$ cat src/sv/vis_pkg.sv
// shared types and constants for the instruction step block
package vis_pkg;

  localparam int STACK_DEPTH = 16;
  localparam int SP_W        = $clog2(STACK_DEPTH + 1);

  localparam int NUM_REGS   = 16;
  localparam int REG_ADDR_W = 4;
  localparam int REG_W      = 8;
  localparam int ADDR_W     = 12;
  localparam int WORD_W     = 16;

  localparam logic [ADDR_W-1:0] PC_RESET = 12'h200;
  localparam logic [WORD_W-1:0] WORD_CLS = 16'h00E0;

  localparam int QUEUE_DEPTH = 2;
  localparam int Q_PTR_W     = $clog2(QUEUE_DEPTH);
  localparam int Q_CNT_W     = $clog2(QUEUE_DEPTH + 1);

  typedef enum logic [3:0] {
    OP_CLS,
    OP_JP,
    OP_CALL,
    OP_SE_IMM,
    OP_SNE_IMM,
    OP_SE_REG,
    OP_SNE_REG,
    OP_LD,
    OP_ADD,
    OP_LDI,
    OP_BAD
  } op_t;

  typedef enum logic [1:0] {
    STAT_OK       = 2'd0,
    STAT_UNSUP    = 2'd1,
    STAT_OVERFLOW = 2'd2
  } status_t;

  typedef struct packed {
    op_t               op;
    logic [ADDR_W-1:0] nnn;
  } op_item_t;

  typedef struct packed {
    logic [ADDR_W-1:0]     next_pc;
    logic [ADDR_W-1:0]     index_value;
    logic                  clear_screen;
    logic                  reg_written;
    logic [REG_ADDR_W-1:0] reg_number;
    logic [REG_W-1:0]      reg_value;
    status_t               status;
  } result_t;

endpackage

$ cat src/sv/vis_instr_if.sv
// instruction channel
interface vis_instr_if;
  logic        valid;
  logic        ready;
  logic [15:0] instr_word;

  modport source(output valid, output instr_word, input ready);
  modport sink(input valid, input instr_word, output ready);
endinterface

$ cat src/sv/vis_result_if.sv
// result channel
interface vis_result_if;
  logic        valid;
  logic        ready;
  logic [11:0] next_pc;
  logic [11:0] index_value;
  logic        clear_screen;
  logic        reg_written;
  logic [3:0]  reg_number;
  logic [7:0]  reg_value;
  logic [1:0]  status;

  modport source(output valid, output next_pc, output index_value, output clear_screen,
                 output reg_written, output reg_number, output reg_value, output status,
                 input ready);
  modport sink(input valid, input next_pc, input index_value, input clear_screen,
               input reg_written, input reg_number, input reg_value, input status,
               output ready);
endinterface

$ cat src/sv/vis_ram.sv
// generic single write port ram with registered read
module vis_ram #(
  parameter int WIDTH = 8,
  parameter int DEPTH = 16
) (
  input  logic                     clk,
  input  logic                     we,
  input  logic [$clog2(DEPTH)-1:0] waddr,
  input  logic [WIDTH-1:0]         wdata,
  input  logic                     re,
  input  logic [$clog2(DEPTH)-1:0] raddr,
  output logic [WIDTH-1:0]         rdata
);

  logic [WIDTH-1:0] mem [DEPTH];

  always_ff @(posedge clk) begin
    if (we) begin
      mem[waddr] <= wdata;
    end
    if (re) begin
      rdata <= mem[raddr];
    end
  end

endmodule

$ cat src/sv/vis_front.sv
// front part: accepts instruction words and classifies them
module vis_front (
  vis_instr_if.sink          instr,
  output logic               push_valid,
  output vis_pkg::op_item_t  push_item,
  input  logic               push_ready
);

  vis_pkg::op_t op;

  always_comb begin
    unique case (instr.instr_word[15:12])
      4'h0:    op = (instr.instr_word == vis_pkg::WORD_CLS) ? vis_pkg::OP_CLS
                                                            : vis_pkg::OP_BAD;
      4'h1:    op = vis_pkg::OP_JP;
      4'h2:    op = vis_pkg::OP_CALL;
      4'h3:    op = vis_pkg::OP_SE_IMM;
      4'h4:    op = vis_pkg::OP_SNE_IMM;
      4'h5:    op = vis_pkg::OP_SE_REG;
      4'h6:    op = vis_pkg::OP_LD;
      4'h7:    op = vis_pkg::OP_ADD;
      4'h9:    op = vis_pkg::OP_SNE_REG;
      4'hA:    op = vis_pkg::OP_LDI;
      default: op = vis_pkg::OP_BAD;
    endcase
  end

  assign push_item.op  = op;
  assign push_item.nnn = instr.instr_word[vis_pkg::ADDR_W-1:0];
  assign push_valid    = instr.valid;
  assign instr.ready   = push_ready;

endmodule

$ cat src/sv/vis_queue.sv
// short queue of decoded items between front and back
module vis_queue (
  input  logic               clk,
  input  logic               rst,
  input  logic               push_valid,
  input  vis_pkg::op_item_t  push_item,
  output logic               push_ready,
  output logic               pop_valid,
  output vis_pkg::op_item_t  pop_item,
  input  logic               pop
);

  vis_pkg::op_item_t              store [vis_pkg::QUEUE_DEPTH];
  logic [vis_pkg::Q_PTR_W-1:0]    wr_ptr;
  logic [vis_pkg::Q_PTR_W-1:0]    rd_ptr;
  logic [vis_pkg::Q_CNT_W-1:0]    count;
  logic                           do_push;
  logic                           do_pop;

  assign push_ready = !rst && (count != vis_pkg::Q_CNT_W'(vis_pkg::QUEUE_DEPTH));
  assign pop_valid  = (count != '0);
  assign pop_item   = store[rd_ptr];
  assign do_push    = push_valid && push_ready;
  assign do_pop     = pop && pop_valid;

  always_ff @(posedge clk) begin
    if (do_push) begin
      store[wr_ptr] <= push_item;
    end
  end

  always_ff @(posedge clk) begin
    if (rst) begin
      wr_ptr <= '0;
      rd_ptr <= '0;
      count  <= '0;
    end else begin
      if (do_push) begin
        wr_ptr <= (wr_ptr == vis_pkg::Q_PTR_W'(vis_pkg::QUEUE_DEPTH - 1)) ? '0
                                                                           : wr_ptr + 1'b1;
      end
      if (do_pop) begin
        rd_ptr <= (rd_ptr == vis_pkg::Q_PTR_W'(vis_pkg::QUEUE_DEPTH - 1)) ? '0
                                                                           : rd_ptr + 1'b1;
      end
      if (do_push && !do_pop) begin
        count <= count + 1'b1;
      end else if (do_pop && !do_push) begin
        count <= count - 1'b1;
      end
    end
  end

endmodule

$ cat src/sv/vis_back.sv
// back part: register reads, execution against machine state, result register
module vis_back (
  input  logic               clk,
  input  logic               rst,
  input  logic               pop_valid,
  input  vis_pkg::op_item_t  pop_item,
  output logic               pop,
  vis_result_if.source       result
);

  // execute stage
  logic                              ex_valid;
  vis_pkg::op_item_t                 ex_item;
  logic                              byp_valid;
  logic [vis_pkg::REG_ADDR_W-1:0]    byp_num;
  logic [vis_pkg::REG_W-1:0]         byp_val;

  // machine state
  logic [vis_pkg::ADDR_W-1:0]        pc;
  logic [vis_pkg::ADDR_W-1:0]        index_reg;
  logic [vis_pkg::SP_W-1:0]          stack_ptr;
  logic [vis_pkg::NUM_REGS-1:0]      reg_valid;

  // output register
  logic                              out_valid;
  vis_pkg::result_t                  out_res;

  logic                              exec_fire;
  logic                              load_ex;
  logic [vis_pkg::REG_W-1:0]         ram_x;
  logic [vis_pkg::REG_W-1:0]         ram_y;
  logic [vis_pkg::REG_ADDR_W-1:0]    x;
  logic [vis_pkg::REG_ADDR_W-1:0]    y;
  logic [vis_pkg::REG_W-1:0]         nn;
  logic [vis_pkg::REG_W-1:0]         vx;
  logic [vis_pkg::REG_W-1:0]         vy;
  logic [vis_pkg::ADDR_W-1:0]        pc_plus2;
  logic [vis_pkg::ADDR_W-1:0]        pc_plus4;
  logic [vis_pkg::ADDR_W-1:0]        pc_next;
  logic [vis_pkg::ADDR_W-1:0]        index_next;
  logic [vis_pkg::SP_W-1:0]          stack_ptr_next;
  vis_pkg::result_t                  res;

  assign exec_fire = ex_valid && (!out_valid || result.ready);
  assign load_ex   = pop_valid && (!ex_valid || exec_fire);
  assign pop       = load_ex;

  vis_ram #(.WIDTH(vis_pkg::REG_W), .DEPTH(vis_pkg::NUM_REGS)) u_regs_x (
    .clk   (clk),
    .we    (exec_fire && res.reg_written),
    .waddr (res.reg_number),
    .wdata (res.reg_value),
    .re    (load_ex),
    .raddr (pop_item.nnn[11:8]),
    .rdata (ram_x)
  );

  vis_ram #(.WIDTH(vis_pkg::REG_W), .DEPTH(vis_pkg::NUM_REGS)) u_regs_y (
    .clk   (clk),
    .we    (exec_fire && res.reg_written),
    .waddr (res.reg_number),
    .wdata (res.reg_value),
    .re    (load_ex),
    .raddr (pop_item.nnn[7:4]),
    .rdata (ram_y)
  );

  assign x  = ex_item.nnn[11:8];
  assign y  = ex_item.nnn[7:4];
  assign nn = ex_item.nnn[7:0];

  // write landing on the same edge as the read is taken from the bypass
  always_comb begin
    if (byp_valid && byp_num == x) begin
      vx = byp_val;
    end else if (reg_valid[x]) begin
      vx = ram_x;
    end else begin
      vx = '0;
    end
    if (byp_valid && byp_num == y) begin
      vy = byp_val;
    end else if (reg_valid[y]) begin
      vy = ram_y;
    end else begin
      vy = '0;
    end
  end

  assign pc_plus2 = pc + vis_pkg::ADDR_W'(2);
  assign pc_plus4 = pc + vis_pkg::ADDR_W'(4);

  always_comb begin
    pc_next          = pc;
    index_next       = index_reg;
    stack_ptr_next   = stack_ptr;
    res.clear_screen = 1'b0;
    res.reg_written  = 1'b0;
    res.reg_number   = '0;
    res.reg_value    = '0;
    res.status       = vis_pkg::STAT_OK;
    unique case (ex_item.op)
      vis_pkg::OP_CLS: begin
        res.clear_screen = 1'b1;
        pc_next          = pc_plus2;
      end
      vis_pkg::OP_JP: begin
        pc_next = ex_item.nnn;
      end
      vis_pkg::OP_CALL: begin
        if (stack_ptr == vis_pkg::SP_W'(vis_pkg::STACK_DEPTH)) begin
          res.status = vis_pkg::STAT_OVERFLOW;
        end else begin
          stack_ptr_next = stack_ptr + 1'b1;
          pc_next        = ex_item.nnn;
        end
      end
      vis_pkg::OP_SE_IMM:  pc_next = (vx == nn) ? pc_plus4 : pc_plus2;
      vis_pkg::OP_SNE_IMM: pc_next = (vx != nn) ? pc_plus4 : pc_plus2;
      vis_pkg::OP_SE_REG:  pc_next = (vx == vy) ? pc_plus4 : pc_plus2;
      vis_pkg::OP_SNE_REG: pc_next = (vx != vy) ? pc_plus4 : pc_plus2;
      vis_pkg::OP_LD: begin
        res.reg_written = 1'b1;
        res.reg_number  = x;
        res.reg_value   = nn;
        pc_next         = pc_plus2;
      end
      vis_pkg::OP_ADD: begin
        res.reg_written = 1'b1;
        res.reg_number  = x;
        res.reg_value   = vx + nn;
        pc_next         = pc_plus2;
      end
      vis_pkg::OP_LDI: begin
        index_next = ex_item.nnn;
        pc_next    = pc_plus2;
      end
      default: begin
        res.status = vis_pkg::STAT_UNSUP;
      end
    endcase
    res.next_pc     = pc_next;
    res.index_value = index_next;
  end

  always_ff @(posedge clk) begin
    if (load_ex) begin
      ex_item <= pop_item;
      byp_num <= res.reg_number;
      byp_val <= res.reg_value;
    end
    if (exec_fire) begin
      out_res <= res;
    end
  end

  always_ff @(posedge clk) begin
    if (rst) begin
      ex_valid  <= 1'b0;
      byp_valid <= 1'b0;
      out_valid <= 1'b0;
      pc        <= vis_pkg::PC_RESET;
      index_reg <= '0;
      stack_ptr <= '0;
      reg_valid <= '0;
    end else begin
      if (load_ex) begin
        ex_valid  <= 1'b1;
        byp_valid <= exec_fire && res.reg_written;
      end else if (exec_fire) begin
        ex_valid <= 1'b0;
      end
      if (exec_fire) begin
        out_valid <= 1'b1;
        pc        <= pc_next;
        index_reg <= index_next;
        stack_ptr <= stack_ptr_next;
        if (res.reg_written) begin
          reg_valid[res.reg_number] <= 1'b1;
        end
      end else if (result.ready) begin
        out_valid <= 1'b0;
      end
    end
  end

  assign result.valid        = out_valid;
  assign result.next_pc      = out_res.next_pc;
  assign result.index_value  = out_res.index_value;
  assign result.clear_screen = out_res.clear_screen;
  assign result.reg_written  = out_res.reg_written;
  assign result.reg_number   = out_res.reg_number;
  assign result.reg_value    = out_res.reg_value;
  assign result.status       = out_res.status;

endmodule

$ cat src/sv/vm_instruction_step_top.sv
// top level of the instruction step block
//
// the instr channel takes one 16-bit instruction word per item, fetched at
// the current program counter. the result channel returns one item per
// instruction: next pc, index register, clear-screen flag, register write
// (flag, number, value) and a status code (ok, unsupported, stack overflow).
// a decoder feeds a two-entry queue; the back end reads the general
// registers from two small rams, executes, and holds the result in an
// output register. a register write landing on the same edge as the next
// read is bypassed.
// throughput is one instruction per cycle while results are taken, set
// by the execute stage that updates pc, index and stack pointer. an
// instruction passes the queue and execute stage to the output register.
// reset (rst, synchronous) sets pc to 0x200, clears index, stack pointer,
// general registers and the queue; items are taken from the next cycle.
// when the receiver stalls, the output register holds its item, the
// execute stage and the queue fill, and instr.ready drops once the queue
// is full.
module vm_instruction_step_top (
  input  logic          clk,
  input  logic          rst,
  vis_instr_if.sink     instr,
  vis_result_if.source  result
);

  logic               push_valid;
  logic               push_ready;
  vis_pkg::op_item_t  push_item;
  logic               pop_valid;
  logic               pop;
  vis_pkg::op_item_t  pop_item;

  vis_front u_front (
    .instr      (instr),
    .push_valid (push_valid),
    .push_item  (push_item),
    .push_ready (push_ready)
  );

  vis_queue u_queue (
    .clk        (clk),
    .rst        (rst),
    .push_valid (push_valid),
    .push_item  (push_item),
    .push_ready (push_ready),
    .pop_valid  (pop_valid),
    .pop_item   (pop_item),
    .pop        (pop)
  );

  vis_back u_back (
    .clk       (clk),
    .rst       (rst),
    .pop_valid (pop_valid),
    .pop_item  (pop_item),
    .pop       (pop),
    .result    (result)
  );

endmodule

$ cat src/flat_wrapper.sv
// flat-port wrapper written by rule: the top's interface ports become plain ports
module vm_instruction_step_top_flat 
  (clk, rst, instr_valid, instr_instr_word, instr_ready, result_valid, result_next_pc, result_index_value, result_clear_screen, result_reg_written, result_reg_number, result_reg_value, result_status, result_ready);
  vis_instr_if instr_i ();
  vis_result_if result_i ();
  input  logic clk;
  input  logic rst;
  input wire logic [$bits(instr_i.valid)-1:0] instr_valid;
  input wire logic [$bits(instr_i.instr_word)-1:0] instr_instr_word;
  output wire logic [$bits(instr_i.ready)-1:0] instr_ready;
  output wire logic [$bits(result_i.valid)-1:0] result_valid;
  output wire logic [$bits(result_i.next_pc)-1:0] result_next_pc;
  output wire logic [$bits(result_i.index_value)-1:0] result_index_value;
  output wire logic [$bits(result_i.clear_screen)-1:0] result_clear_screen;
  output wire logic [$bits(result_i.reg_written)-1:0] result_reg_written;
  output wire logic [$bits(result_i.reg_number)-1:0] result_reg_number;
  output wire logic [$bits(result_i.reg_value)-1:0] result_reg_value;
  output wire logic [$bits(result_i.status)-1:0] result_status;
  input wire logic [$bits(result_i.ready)-1:0] result_ready;
  assign instr_i.valid = instr_valid;
  assign instr_i.instr_word = instr_instr_word;
  assign instr_ready = instr_i.ready;
  assign result_valid = result_i.valid;
  assign result_next_pc = result_i.next_pc;
  assign result_index_value = result_i.index_value;
  assign result_clear_screen = result_i.clear_screen;
  assign result_reg_written = result_i.reg_written;
  assign result_reg_number = result_i.reg_number;
  assign result_reg_value = result_i.reg_value;
  assign result_status = result_i.status;
  assign result_i.ready = result_ready;
  vm_instruction_step_top u_core (.clk(clk), .rst(rst), .instr(instr_i), .result(result_i));
endmodule
$ cat config.mk
export PLATFORM = sky130hd
export DESIGN_NAME = vm_instruction_step_top_flat
export DESIGN_NICKNAME = d
export VERILOG_FILES = /design/src/sv/vis_pkg.sv /design/src/sv/vis_instr_if.sv /design/src/sv/vis_result_if.sv /design/src/sv/vis_ram.sv /design/src/sv/vis_front.sv /design/src/sv/vis_queue.sv /design/src/sv/vis_back.sv /design/src/sv/vm_instruction_step_top.sv /design/src/flat_wrapper.sv
export SDC_FILE = /design/constraint.sdc
export NUM_CORES = 1
export LEC_CHECK = 0
export BUFFER_PORTS_ARGS = -buffer_cell sky130_fd_sc_hd__buf_2
export CAP_MARGIN = 10
export CORE_MARGIN = 4
export CORE_UTILIZATION = 45
export CTS_CLUSTER_SIZE = 28
export DETAILED_ROUTE_END_ITERATION = 6
export PLACE_DENSITY = 0.64
export SETUP_SLACK_MARGIN = 0.5
export SKIP_LAST_GASP = 1
export SLEW_MARGIN = 25
export SYNTH_ARGS = -nofsm -noshare
export SYNTH_HDL_FRONTEND = slang
export SYNTH_SLANG_ARGS = --single-unit
$ cat constraint.sdc
create_clock -name clk -period 4.2 [get_ports clk]
set_clock_uncertainty 0.1 [all_clocks]
set_input_delay 0.21 -clock clk [delete_from_list [all_inputs] [get_ports clk]]
set_output_delay 0.21 -clock clk [all_outputs]
set_load 0.005 [all_outputs]
==> out/summary.txt, run 1 <==
Status: complete, but fails checks
Violated checks: negative setup slack
Post-layout minimum cycle time: 4374 ps
Dpl cells: 1,830
Drt total wl: 41.98 mm
Synthesized Nets: 1,414
Gate count of the mapped netlist: 1,380
Max-slew violation count: 0
Crit path kind: flip-flop to flip-flop
Pin count of the biggest net entering global routing: 65
Part of the cycle the worst path needs: 104.1%
Share of synthesized registers carrying an async set or reset: 0%
Initial detailed-routing violation count: 1,159
Type of destination of the critical path: flip-flop
Critical path launch point type: flip-flop
Class of the most critical hold timing path: input pin to flip-flop
Die height: 187.6 um
Clk sinks: 297
Count of unresolved DRC violations after routing: 0
Avg Vias per Cell: 5.913
Launching point of the worst reg2reg path: u_core.u_back.ex_item[8]
Max FFs per register: 128
Portion of synthesized cell area occupied by the leading cell type: 50.50%
# H-tree levels: 1
Final Hold Viols: 0
CP Data Arrival Time: 4580 ps
Net count, final: 1,543
Sink of the worst hold path: u_core.u_queue.store[1][15]
Number of buffers created by CTS: 31
Maximum fanout count along the critical path: 8
Total power after layout: 10,550 uW
Overflow left after global routing: 0
Number of endpoints failing setup at the final stage: 18
Number of standard cells in the final layout excluding fillers: 1,936
Main area contributors after synthesis: sky130_fd_sc_hd__edfxtp_1, sky130_fd_sc_hd__nand2_1, sky130_fd_sc_hd__dfxtp_1
Global-route wire length before repair: 64.14 mm
Fin Setup TNS: -1472 ps
Number of register bits inferred by synthesis: 297
Antenna cell count: 0
Max Buffers Root-to-Sink: 3
Share of final-layout standard cells stronger than drive strength 1: 22.62%
Setup slack, reg-to-reg: -170 ps
Unrepaired setup endpoints after global routing: true
DP HPWL: 25.52 mm
LEAKAGE: 0.006602 uW
Growth of design area from synthesis to finish: 21.84%
Primary FF master, synth: sky130_fd_sc_hd__edfxtp_1
Area of all placed cells without fillers: 17,680 um^2
Number of global-route vias before repair: 11,220
Biggest regs: u_core.u_back.u_regs_y.mem (128), u_core.u_queue.store (32)
Maximum clock rate: 0.2286 GHz
Final weighted congestion of routability-driven global placement: 0.8820
Post-CTS clock slew at the launch and capture registers of the worst setup and hold paths: 60 ps
Clock tree from TritonCTS: yes
Reported max-cap violation count: 0
Hold-critical path depth: 2
Number of antenna violations at the first check in global routing: 0
Worst path required time: 4410 ps
Sequential area share after synthesis: 57.82%
Vias: 11,450
Syn_area_per_cell: 10.51 um^2
Cell type with the largest total area after synthesis: sky130_fd_sc_hd__edfxtp_1
Area inside the core boundary: 31,720 um^2
Antenna Violating Nets Remaining: 0
Worst slew margin relative to its limit: 44.89%
Initial Utilization: 45.74%
Count of buffers from port buffering: 61
Die area: 35,180 um^2
Number of primary I/O pins: 62
Die width: 187.6 um
Placed standard-cell area: 15,760 um^2
EDFF count, synth: 244
Areal power density over the cells: 596.8 nW/um^2
Yosys Warn Count: 0
Endpoint of the most critical register-to-register path: u_core.u_back.result.next_pc[6]
Worst Max-Slew Pin Slew: 820.3 ps
Final WS setup: -174.1 ps
GRT Util Overall: 22.88%
Mapped cell area: 14,510 um^2
Core occupancy in the finished layout: 55.73%
Register bank with the most flops: u_core.u_back.u_regs_y.mem
Final routed wire length divided by cell count: 21.69 um
Clock root buffer: sky130_fd_sc_hd__clkbuf_16
Register-to-Register Path Depth: 16
Launch point of the worst hold path: instr_instr_word[12]
Worst VDD drop: 0.6673 mV
Number of different library cells in the post-synthesis netlist: 67
Clock latency on the worst-skew pair: 590 ps
Rows: 65
Number of optimization iterations in the first detailed-route pass: 5
## worst max path at each step
stage / start / slack [ps] / cells after the start / to
after floorplan: u_core.u_back.ex_item[8] / 80 / 18 / u_core.u_back.result.next_pc[6]
after global placement: u_core.u_back.ex_item[8] / -40 / 16 / u_core.u_back.result.next_pc[6]
after detailed placement: u_core.u_back.ex_item[8] / -210 / 16 / u_core.u_back.result.next_pc[6]
after CTS: u_core.u_back.ex_item[8] / -110 / 16 / u_core.u_back.result.next_pc[4]
after global routing: u_core.u_back.ex_item[8] / -420 / 15 / u_core.u_back.result.next_pc[7]
final: u_core.u_back.ex_item[8] / -170 / 16 / u_core.u_back.result.next_pc[6]
## routing by layer
layer	vias to the layer above	global-route usage, %	wire length (um)
li1	5300	-	-
met1	5623	31.88	17760
met2	451	37.68	20040
met3	74	3.220	3078
met4	0	6.635	1107
met5	-	0	0
## cell usage in the layout, fill, tap and decap left out, types with 9 or more instances in the layout
cell / Yosys / layout
sky130_fd_sc_hd__a211oi_1: 25 / 22
sky130_fd_sc_hd__a21oi_1: 43 / 35
sky130_fd_sc_hd__a311oi_1: 36 / 34
sky130_fd_sc_hd__a31oi_1: 36 / 35
sky130_fd_sc_hd__and3_1: 57 / 55
sky130_fd_sc_hd__buf_2: 1 / 61
sky130_fd_sc_hd__buf_4: 3 / 85
sky130_fd_sc_hd__buf_6: 3 / 16
sky130_fd_sc_hd__clkbuf_16: 0 / 31
sky130_fd_sc_hd__dfxtp_1: 53 / 53
sky130_fd_sc_hd__dlygate4sd3_1: 0 / 19
sky130_fd_sc_hd__edfxtp_1: 244 / 244
sky130_fd_sc_hd__inv_1: 34 / 28
sky130_fd_sc_hd__mux2_2: 26 / 25
sky130_fd_sc_hd__nand2_1: 297 / 294
sky130_fd_sc_hd__nand2b_1: 12 / 12
sky130_fd_sc_hd__nand3_1: 51 / 48
sky130_fd_sc_hd__nor2_1: 122 / 120
sky130_fd_sc_hd__nor3_1: 26 / 23
sky130_fd_sc_hd__o21ai_0: 36 / 22
sky130_fd_sc_hd__o21ai_1: 1 / 9
sky130_fd_sc_hd__xnor2_1: 24 / 22
sky130_fd_sc_hd__xor2_1: 15 / 15
## Yosys cell counts (6+ instances only)
master,n
sky130_fd_sc_hd__nor3_1,26
sky130_fd_sc_hd__clkbuf_1,75
sky130_fd_sc_hd__xor2_1,15
sky130_fd_sc_hd__o21ai_0,36
sky130_fd_sc_hd__nand2b_1,12
sky130_fd_sc_hd__nor2b_1,8
sky130_fd_sc_hd__edfxtp_1,244
sky130_fd_sc_hd__a221oi_1,10
sky130_fd_sc_hd__xnor2_1,24
sky130_fd_sc_hd__a31oi_1,36
sky130_fd_sc_hd__a311oi_1,36
sky130_fd_sc_hd__and3_1,57
sky130_fd_sc_hd__buf_1,11
sky130_fd_sc_hd__a21oi_1,43
sky130_fd_sc_hd__a2bb2oi_1,14
sky130_fd_sc_hd__nor2_1,122
sky130_fd_sc_hd__mux2_2,26
sky130_fd_sc_hd__a211oi_1,25
sky130_fd_sc_hd__mux2i_1,14
sky130_fd_sc_hd__dfxtp_1,53
sky130_fd_sc_hd__nand3_1,51
sky130_fd_sc_hd__nand2_1,297
sky130_fd_sc_hd__o22ai_1,6
sky130_fd_sc_hd__ha_1,13
sky130_fd_sc_hd__inv_1,34
sky130_fd_sc_hd__and2_1,6
## cell families (layout without fill, tap and decap cells)
logic type / after synthesis / after routing / synth area share (%)
and+or+nand+nor: 604 / 604 / 18.38
DFF: 297 / 297 / 57.82
AOI/OAI and AO/OA: 250 / 250 / 12.23
buffers and inverters: 127 / 281 / 3.527
muxes: 49 / 49 / 4.433
xor gates and xnor gates: 39 / 39 / 2.354
adders and majority gates: 14 / 14 / 1.259
## per-stage QoR
stage	setup WS, ps	hold slack [ps]
finish	-174.1	32.73
global route	-418.4	23.35
CTS	-111.6	12.71
detailed placement	-206.9	320.0
global placement	-35.23	313.9
floorplan	79.21	208.9
## what timing repair did
item | in CTS | in global routing
buffers inserted | 14 | 9
pin swaps | 15 | 22
hold buffers | 19 | 0
gates cloned | 3 | 3
resized for setup | 32 | 55
endpoints found under the setup margin | 58 | 76
endpoints found under the hold margin | 35 | 0
## worst max-delay path, stage by stage, from the launching register on
cell and delay, ps:
sky130_fd_sc_hd__edfxtp_1 530, sky130_fd_sc_hd__mux4_2 550, sky130_fd_sc_hd__mux2i_1 160, sky130_fd_sc_hd__mux2_4 290
sky130_fd_sc_hd__a2bb2oi_4 170, sky130_fd_sc_hd__inv_2 50, sky130_fd_sc_hd__ha_4 220, sky130_fd_sc_hd__nor4_4 310
sky130_fd_sc_hd__and2_4 200, sky130_fd_sc_hd__o2111ai_2 110, sky130_fd_sc_hd__mux2_4 330, sky130_fd_sc_hd__and3_4 170
sky130_fd_sc_hd__or2_4 260, sky130_fd_sc_hd__o311a_1 310, sky130_fd_sc_hd__o21ai_2 80, sky130_fd_sc_hd__o31a_1 150
sky130_fd_sc_hd__a32oi_1 100
## where the power goes
group / total (uW) / switching (uW) / internal (uW) / leakage, uW
sequential: 4270 / 416 / 3860 / 0.00271
combinational: 3530 / 2180 / 1350 / 0.00340
clock: 2740 / 1190 / 1550 / 0.000494
total: 10500 / 3780 / 6770 / 0.00660
## area by class of cell
type / instances / area (um^2)
clock buffers: 38 / 842.1
flip-flops and latches: 297 / 8388
clock inverters: 20 / 177.7
repair buffers: 189 / 1496
multi-input cells: 956 / 6141
fillers: 2645 / 14040
well taps: 402 / 503.0
inverters: 34 / 127.6
Note: power is estimated with default switching activity, not from simulation.
==> run 2: changes to the inputs <==
--- a/config.mk
+++ b/config.mk
@@ -7,11 +7,12 @@
 export LEC_CHECK = 0
 export BUFFER_PORTS_ARGS = -buffer_cell sky130_fd_sc_hd__buf_2
 export CAP_MARGIN = 10
+export CORE_ASPECT_RATIO = 1.25
 export CORE_MARGIN = 4
-export CORE_UTILIZATION = 45
+export CORE_UTILIZATION = 56
 export CTS_CLUSTER_SIZE = 28
 export DETAILED_ROUTE_END_ITERATION = 6
-export PLACE_DENSITY = 0.64
+export PLACE_DENSITY = 0.76
 export SETUP_SLACK_MARGIN = 0.5
 export SKIP_LAST_GASP = 1
 export SLEW_MARGIN = 25
==> out/summary.txt, run 2 (same netlist as run 1, synthesis figures left out) <==
Most common library cell in the layout ignoring fill and taps: sky130_fd_sc_hd__nand2_1
Cell-by-cell listing of the critical path: mux4_2, mux2i_1, mux2_4, buf_6, a2bb2oi_4, inv_2, ha_4, nor4_4, and2_4, o2111ai_1, mux2_4, and3_4, or2_4, o311a_1, o21ai_2, o31a_1, a32oi_1
Buffers & Inverters on Critical Path: 2 (+1)
Maximum clock rate: 0.2238 GHz (-2.1%)
Max FFs per register: 128 (unchanged)
Number of endpoints failing setup at the final stage: 21 (+3)
Number of primary I/O pins: 62 (unchanged)
Initial Utilization: 57.17% (+11 points)
Drt total wl: 42.18 mm (+0.46%)
Share of final-layout standard cells stronger than drive strength 1: 22.17% (-0.45 points)
Pin count of the biggest net entering global routing: 65 (unchanged)
Areal power density over the cells: 606.3 nW/um^2 (+1.6%)
Final Hold Viols: 0 (unchanged)
Final WS setup: -268.2 ps (-94.04 ps)
Maximum fanout count along the critical path: 6 (-2)
Part of the cycle the worst path needs: 106.4% (+2.2 points)
Cell with the largest stage delay on the worst path: sky130_fd_sc_hd__mux4_2
Number of antenna violations at the first check in global routing: 0 (unchanged)
Avg Vias per Cell: 6.410 (+8.4%)
Final weighted congestion of routability-driven global placement: 0.9809 (+11%)
Clock root buffer: sky130_fd_sc_hd__clkbuf_16
Register bank with the most flops: u_core.u_back.u_regs_y.mem
Antenna Violating Nets Remaining: 0 (unchanged)
Leading cell types in the layout, fill and taps excluded: sky130_fd_sc_hd__nand2_1, sky130_fd_sc_hd__edfxtp_1, sky130_fd_sc_hd__nor2_1
# H-tree levels: 1 (unchanged)
Max-slew violation count: 0 (unchanged)
Rows: 65 (unchanged)
Number of global-route vias before repair: 11,610 (+3.5%)
Number of optimization iterations in the first detailed-route pass: 6 (+1)
Worst VDD drop: 0.3677 mV (-45%)
Clock tree from TritonCTS: yes
Count of unresolved DRC violations after routing: 0 (unchanged)
Initial detailed-routing violation count: 1,385 (+19%)
Post-CTS clock slew at the launch and capture registers of the worst setup and hold paths: 60 ps (about the same)
Highest metal layer used by the detailed router: met4
Register area: 8388 um^2 (unchanged)
Worst slew margin relative to its limit: 30.56% (-14 points)
Crit path kind: flip-flop to flip-flop
Unrepaired setup endpoints after global routing: true
Biggest regs: u_core.u_back.u_regs_y.mem (128), u_core.u_queue.store (32)
Clock latency on the worst-skew pair: 550 ps (-40 ps)
CP Data Arrival Time: 4640 ps (+60 ps)
Reported max-cap violation count: 0 (unchanged)
Cell family with most CP delay: multiplexers
Highest cell delay on the worst timing path: 530 ps (-20 ps)
Growth of design area from synthesis to finish: 20.85%
Worst path required time: 4370 ps (-40 ps)
Violated checks: negative setup slack
Type of destination of the critical path: flip-flop
Routed length on met1: 14.94 mm (-16%)
Post-layout minimum cycle time: 4468 ps (+94.04 ps)
Placement Setup Slack: -280.3 ps (-73.44 ps)
Class of the most critical hold timing path: input pin to flip-flop
Met3 Wirelength: 3.773 mm (+23%)
DP HPWL: 25.84 mm (+1.3%)
Cell occurring most often along the worst timing path: sky130_fd_sc_hd__mux2_4
Die height: 188.0 um (+0.22%)
Area inside the core boundary: 25,370 um^2 (-20%)
Multi-input combinational cell area: 6136 um^2 (about the same)
Setup slack, reg-to-reg: -270 ps (-90 ps)
Final routed wire length divided by cell count: 22.63 um (+4.3%)
Core occupancy in the finished layout: 69.10% (+13 points)
Status: complete, but fails checks
Antenna cell count: 0 (unchanged)
Global-route wire length before repair: 63.25 mm (-1.4%)
GRT Util Overall: 27.78% (+4.9 points)
Clk sinks: 297 (unchanged)
Overflow left after global routing: 0 (unchanged)
Count of buffers from port buffering: 61 (unchanged)
Die width: 152.0 um (-19%)
Net count, final: 1,540 (-0.19%)
LEAKAGE: 0.006632 uW (+0.46%)
Critical path launch point type: flip-flop
Max Buffers Root-to-Sink: 3 (unchanged)
Met2 Wirelength: 21.25 mm (+6.1%)
Number of buffers created by CTS: 29 (-6.5%)
Worst Max-Slew Pin Slew: 1040 ps (+220.1 ps)
Die area: 28,560 um^2 (-19%)
Number of filler instances in the final layout: 1,842 (-30%)
Vias: 11,950 (+4.4%)
==> run 2: cell types whose count changed in the layout (fill, tap and decap cells not counted), sizes merged <==
| cell | change |
|---|---|
| clkinvlp | -5 |
| dlygate4sd3 | -3 |
| bufinv | +2 |
| buf | +1 |
| clkinv | -1 |
| nand2 | +1 |
==> run 2: layout make-up <==
type	instances	area share [%]
repair buffers	187	8.107
clock inverters	16	1.013
multi-input cells	957	35.00
well taps	335	2.391
flip-flops and latches	297	47.84
inverters	34	0.7279
clock buffers	38	4.924
==> run 2: report_power, final <==
group	leakage (uW)	internal, uW	switching [uW]
Clock	0.000516	1690	1090
Combinational	0.00341	1370	2200
Sequential	0.00271	3860	423
==> run 2: final timing paths <==
path,end,from,cells after the start
worst min-delay path,u_core.u_queue.store[1][15],instr_instr_word[15],3
worst max-delay path,u_core.u_back.result.next_pc[6],u_core.u_back.ex_item[8],17
worst max register to register,u_core.u_back.result.next_pc[6],u_core.u_back.ex_item[8],17
worst min register to register,u_core.u_back.ex_valid,u_core.u_back.ex_valid,2
==> run 2: repair_timing <==
| item | in CTS | in global routing |
|---|---|---|
| setup endpoints to repair | 58 | 76 |
| cloned | 6 | 3 |
| hold buffers | 16 | 0 |
| endpoints found under the hold margin | 33 | 0 |
| setup buffers | 11 | 6 |
| resized for setup | 45 | 37 |
| pin swaps | 17 | 13 |
==> run 2: worst register-to-register path, cell delays in order (launching register included) <==
cell	delay (ps)
sky130_fd_sc_hd__edfxtp_1	490
sky130_fd_sc_hd__mux4_2	530
sky130_fd_sc_hd__mux2i_1	160
sky130_fd_sc_hd__mux2_4	240
sky130_fd_sc_hd__buf_6	120
sky130_fd_sc_hd__a2bb2oi_4	150
sky130_fd_sc_hd__inv_2	60
sky130_fd_sc_hd__ha_4	250
sky130_fd_sc_hd__nor4_4	360
sky130_fd_sc_hd__and2_4	210
sky130_fd_sc_hd__o2111ai_1	110
sky130_fd_sc_hd__mux2_4	330
sky130_fd_sc_hd__and3_4	160
sky130_fd_sc_hd__or2_4	260
sky130_fd_sc_hd__o311a_1	310
sky130_fd_sc_hd__o21ai_2	70
sky130_fd_sc_hd__o31a_1	170
sky130_fd_sc_hd__a32oi_1	100
==> run 2: through the flow <==
| step | instance area, um^2 | hold WS, ps | TNS [ps] | total power, uW | instances |
|---|---|---|---|---|---|
| final | 17530 | 56.99 | -3162 | 10630 | 1864 |
| after global routing | 17530 | 48.21 | -9888 | 11080 | 1864 |
| after CTS | 17270 | 3.678 | -826.5 | 10460 | 1855 |
| after detailed placement | 15680 | 321.2 | -2599 | 7477 | 1768 |
| after global placement | 15680 | 307.6 | -172.7 | 7380 | 1768 |
| after floorplan | 14640 | 208.9 | 0 | 6316 | 1380 |
==> run 2: routing by layer <==
metal  track usage (%)  vias to the layer above
met5                 0                        -
met4             13.59                        0
met3             4.317                      168
met2             48.80                      730
met1             33.34                     5770
li1                  -                     5281
==> run 3: changes to the inputs <==
==> constraint.sdc (replaced) <==
create_clock -name clk -period 3.9 [get_ports clk]
set_clock_uncertainty 0.1 [all_clocks]
set_input_delay 0.195 -clock clk [delete_from_list [all_inputs] [get_ports clk]]
set_output_delay 0.195 -clock clk [all_outputs]
set_load 0.005 [all_outputs]
==> out/summary.txt, run 3 (same netlist as run 1, synthesis figures left out) <==
Buffers & Inverters on Critical Path: 5 (+3)
Register-to-Register Path Depth: 19 (+2)
Reported max-cap violation count: 0 (unchanged)
Worst slew margin relative to its limit: 32.29% (+1.7 points)
Clock latency on the worst-skew pair: 570 ps (+20 ps)
Number of buffers created by CTS: 30 (+3.4%)
Antenna Violating Nets Remaining: 0 (unchanged)
Register bank with the most flops: u_core.u_back.u_regs_y.mem
Vias: 12,090 (+1.2%)
Max-slew violation count: 0 (unchanged)
Number of antenna violations at the first check in global routing: 0 (unchanged)
Initial Utilization: 57.17% (unchanged)
Most common library cell in the layout ignoring fill and taps: sky130_fd_sc_hd__nand2_1
Initial detailed-routing violation count: 1,453 (+4.9%)
Number of filler instances in the final layout: 1,734 (-5.9%)
Leading cell types in the layout, fill and taps excluded: sky130_fd_sc_hd__nand2_1, sky130_fd_sc_hd__edfxtp_1, sky130_fd_sc_hd__nor2_1
Number of optimization iterations in the first detailed-route pass: 5 (-1)
Dpl cells: 1,796 (+1.6%)
Clock tree from TritonCTS: yes
DP HPWL: 26.64 mm (+3.1%)
Count of unresolved DRC violations after routing: 0 (unchanged)
Max Buffers Root-to-Sink: 3 (unchanged)
Clock root buffer: sky130_fd_sc_hd__clkbuf_16
Avg Vias per Cell: 6.361 (-0.77%)
Number of primary I/O pins: 62 (unchanged)
Clk sinks: 297 (unchanged)
Highest cell delay on the worst timing path: 560 ps (+30 ps)
Final WS setup: -551.4 ps (-283.2 ps)
Die height: 188.0 um (unchanged)
Multi-input combinational cell area: 6177 um^2 (+0.67%)
Type of destination of the critical path: flip-flop
Final weighted congestion of routability-driven global placement: 0.9978 (+1.7%)
Count of buffers from port buffering: 61 (unchanged)
Overflow left after global routing: 0 (unchanged)
Net count, final: 1,576 (+2.3%)
Cell occurring most often along the worst timing path: sky130_fd_sc_hd__buf_4
Growth of design area from synthesis to finish: 23.35%
Class of the most critical hold timing path: input pin to flip-flop
Maximum fanout count along the critical path: 5 (-1)
Endpoint of the most critical register-to-register path: u_core.u_back.pc[11]
Placement Setup Slack: -623.0 ps (-342.6 ps)
Maximum clock rate: 0.2246 GHz (+0.38%)
Die area: 28,560 um^2 (unchanged)
Number of global-route vias before repair: 11,830 (+2.0%)
Core occupancy in the finished layout: 70.52% (+1.4 points)
LEAKAGE: 0.006817 uW (+2.8%)
Launching point of the worst reg2reg path: u_core.u_back.ex_item[8]
Area inside the core boundary: 25,370 um^2 (unchanged)
Number of standard cells in the final layout excluding fillers: 1,901 (+2.0%)
Worst Max-Slew Pin Slew: 1015 ps (-25.89 ps)
GRT Util Overall: 28.13% (+0.35 points)
Sink of the worst hold path: u_core.u_queue.store[1][7]
Biggest regs: u_core.u_back.u_regs_y.mem (128), u_core.u_queue.store (32)
Part of the cycle the worst path needs: 114.1% (+7.8 points)
Final Hold Viols: 0 (unchanged)
Number of endpoints failing setup at the final stage: 40 (+90%)
Crit path kind: flip-flop to flip-flop
Worst path required time: 4280 ps (-90 ps)
Post-CTS clock slew at the launch and capture registers of the worst setup and hold paths: 70 ps (about the same)
Launch point of the worst hold path: instr_instr_word[7]
Worst VDD drop: 0.3888 mV (+5.7%)
Drt total wl: 42.86 mm (+1.6%)
Pin count of the biggest net entering global routing: 65 (unchanged)
Cell family with most CP delay: multiplexers
Status: complete, but fails checks
Areal power density over the cells: 639.7 nW/um^2 (+5.5%)
Register area: 8388 um^2 (unchanged)
Max FFs per register: 128 (unchanged)
Global-route wire length before repair: 64.19 mm (+1.5%)
Fin Setup TNS: -14,900 ps (-11,740 ps)
Hold-critical path depth: 2 (-1)
CP Data Arrival Time: 4830 ps (+190 ps)
Rows: 65 (unchanged)
Cell-by-cell listing of the critical path: mux4_2, mux2i_1, mux2_4, buf_12, a2bb2oi_4, inv_2, ha_4, nor4_4, and2_1, o2111ai_1, mux2_4, buf_4, a21o_1, buf_4, nand3_2, buf_4, nor3_1, a211o_1, a311oi_1
Final routed wire length divided by cell count: 22.54 um (-0.37%)
Die width: 152.0 um (unchanged)
Antenna cell count: 0 (unchanged)
Setup slack, reg-to-reg: -550 ps (-280 ps)
Critical path launch point type: flip-flop
Share of final-layout standard cells stronger than drive strength 1: 23.69% (+1.5 points)
Post-layout minimum cycle time: 4451 ps (-16.79 ps)
Unrepaired setup endpoints after global routing: true
Violated checks: negative setup slack
# H-tree levels: 1 (unchanged)
Cell with the largest stage delay on the worst path: sky130_fd_sc_hd__mux4_2
run 3: worst max path at each step:
stage | end | slack [ps] | depth (start not counted) | start
finish | u_core.u_back.pc[11] | -550 | 19 | u_core.u_back.ex_item[8]
detailed placement | u_core.u_back.result.next_pc[6] | -620 | 16 | u_core.u_back.ex_item[8]
CTS | u_core.u_back.result.next_pc[6] | -410 | 17 | u_core.u_back.ex_item[8]
global route | u_core.u_back.pc[1] | -710 | 17 | u_core.u_back.ex_item[8]
floorplan | u_core.u_back.result.next_pc[6] | -220 | 18 | u_core.u_back.ex_item[8]
global placement | u_core.u_back.result.next_pc[4] | -390 | 16 | u_core.u_back.ex_item[8]
run 3: area by class of cell:
| type | count | share of cell area, % |
|---|---|---|
| sequential | 297 | 46.87 |
| multi-input combinational | 956 | 34.52 |
| timing repair buffer | 223 | 9.999 |
| clock buffer | 43 | 4.922 |
| tap | 335 | 2.342 |
| inverter | 34 | 0.7202 |
| clock inverter | 13 | 0.6223 |
run 3: where the power goes:
| group | switching [uW] | total (uW) | internal, uW |
|---|---|---|---|
| Combinational | 2420 | 4000 | 1580 |
| Clock | 1230 | 2870 | 1640 |
| Sequential | 426 | 4580 | 4160 |
run 3: timing repair:
| action | in CTS | in global routing |
|---|---|---|
| hold endpoints to repair | 35 | 0 |
| pin swaps | 17 | 6 |
| cloned | 6 | 6 |
| buffers inserted | 12 | 5 |
| endpoints found under the setup margin | 76 | 112 |
| resized for setup | 36 | 40 |
| hold buffers | 20 | 0 |
run 3: routing by layer:
metal,part of all wire [%],track usage (%)
met5,0,0
met4,5.3,13.59
met3,8.0,4.201
met2,50,49.85
met1,36,33.56
run 3: metrics by stage:
stage | hold WS (ps) | total power, uW | area [um^2]
floorplan | 193.9 | 6826 | 14690
global placement | 292.1 | 8062 | 15960
detailed placement | 303.7 | 8155 | 15960
CTS | 254.8 | 11210 | 17570
global route | 273.8 | 11910 | 17890
finish | 264.4 | 11450 | 17890
run 3: worst reg2reg max path: cells and delay by family, from the launching register on:
kind            cells  cell delay, ps
mux                 4            1270
compound gates      5             980
simple gates        4             670
buf+inv             5             620
flops               1             520
fa+ha+maj           1             220
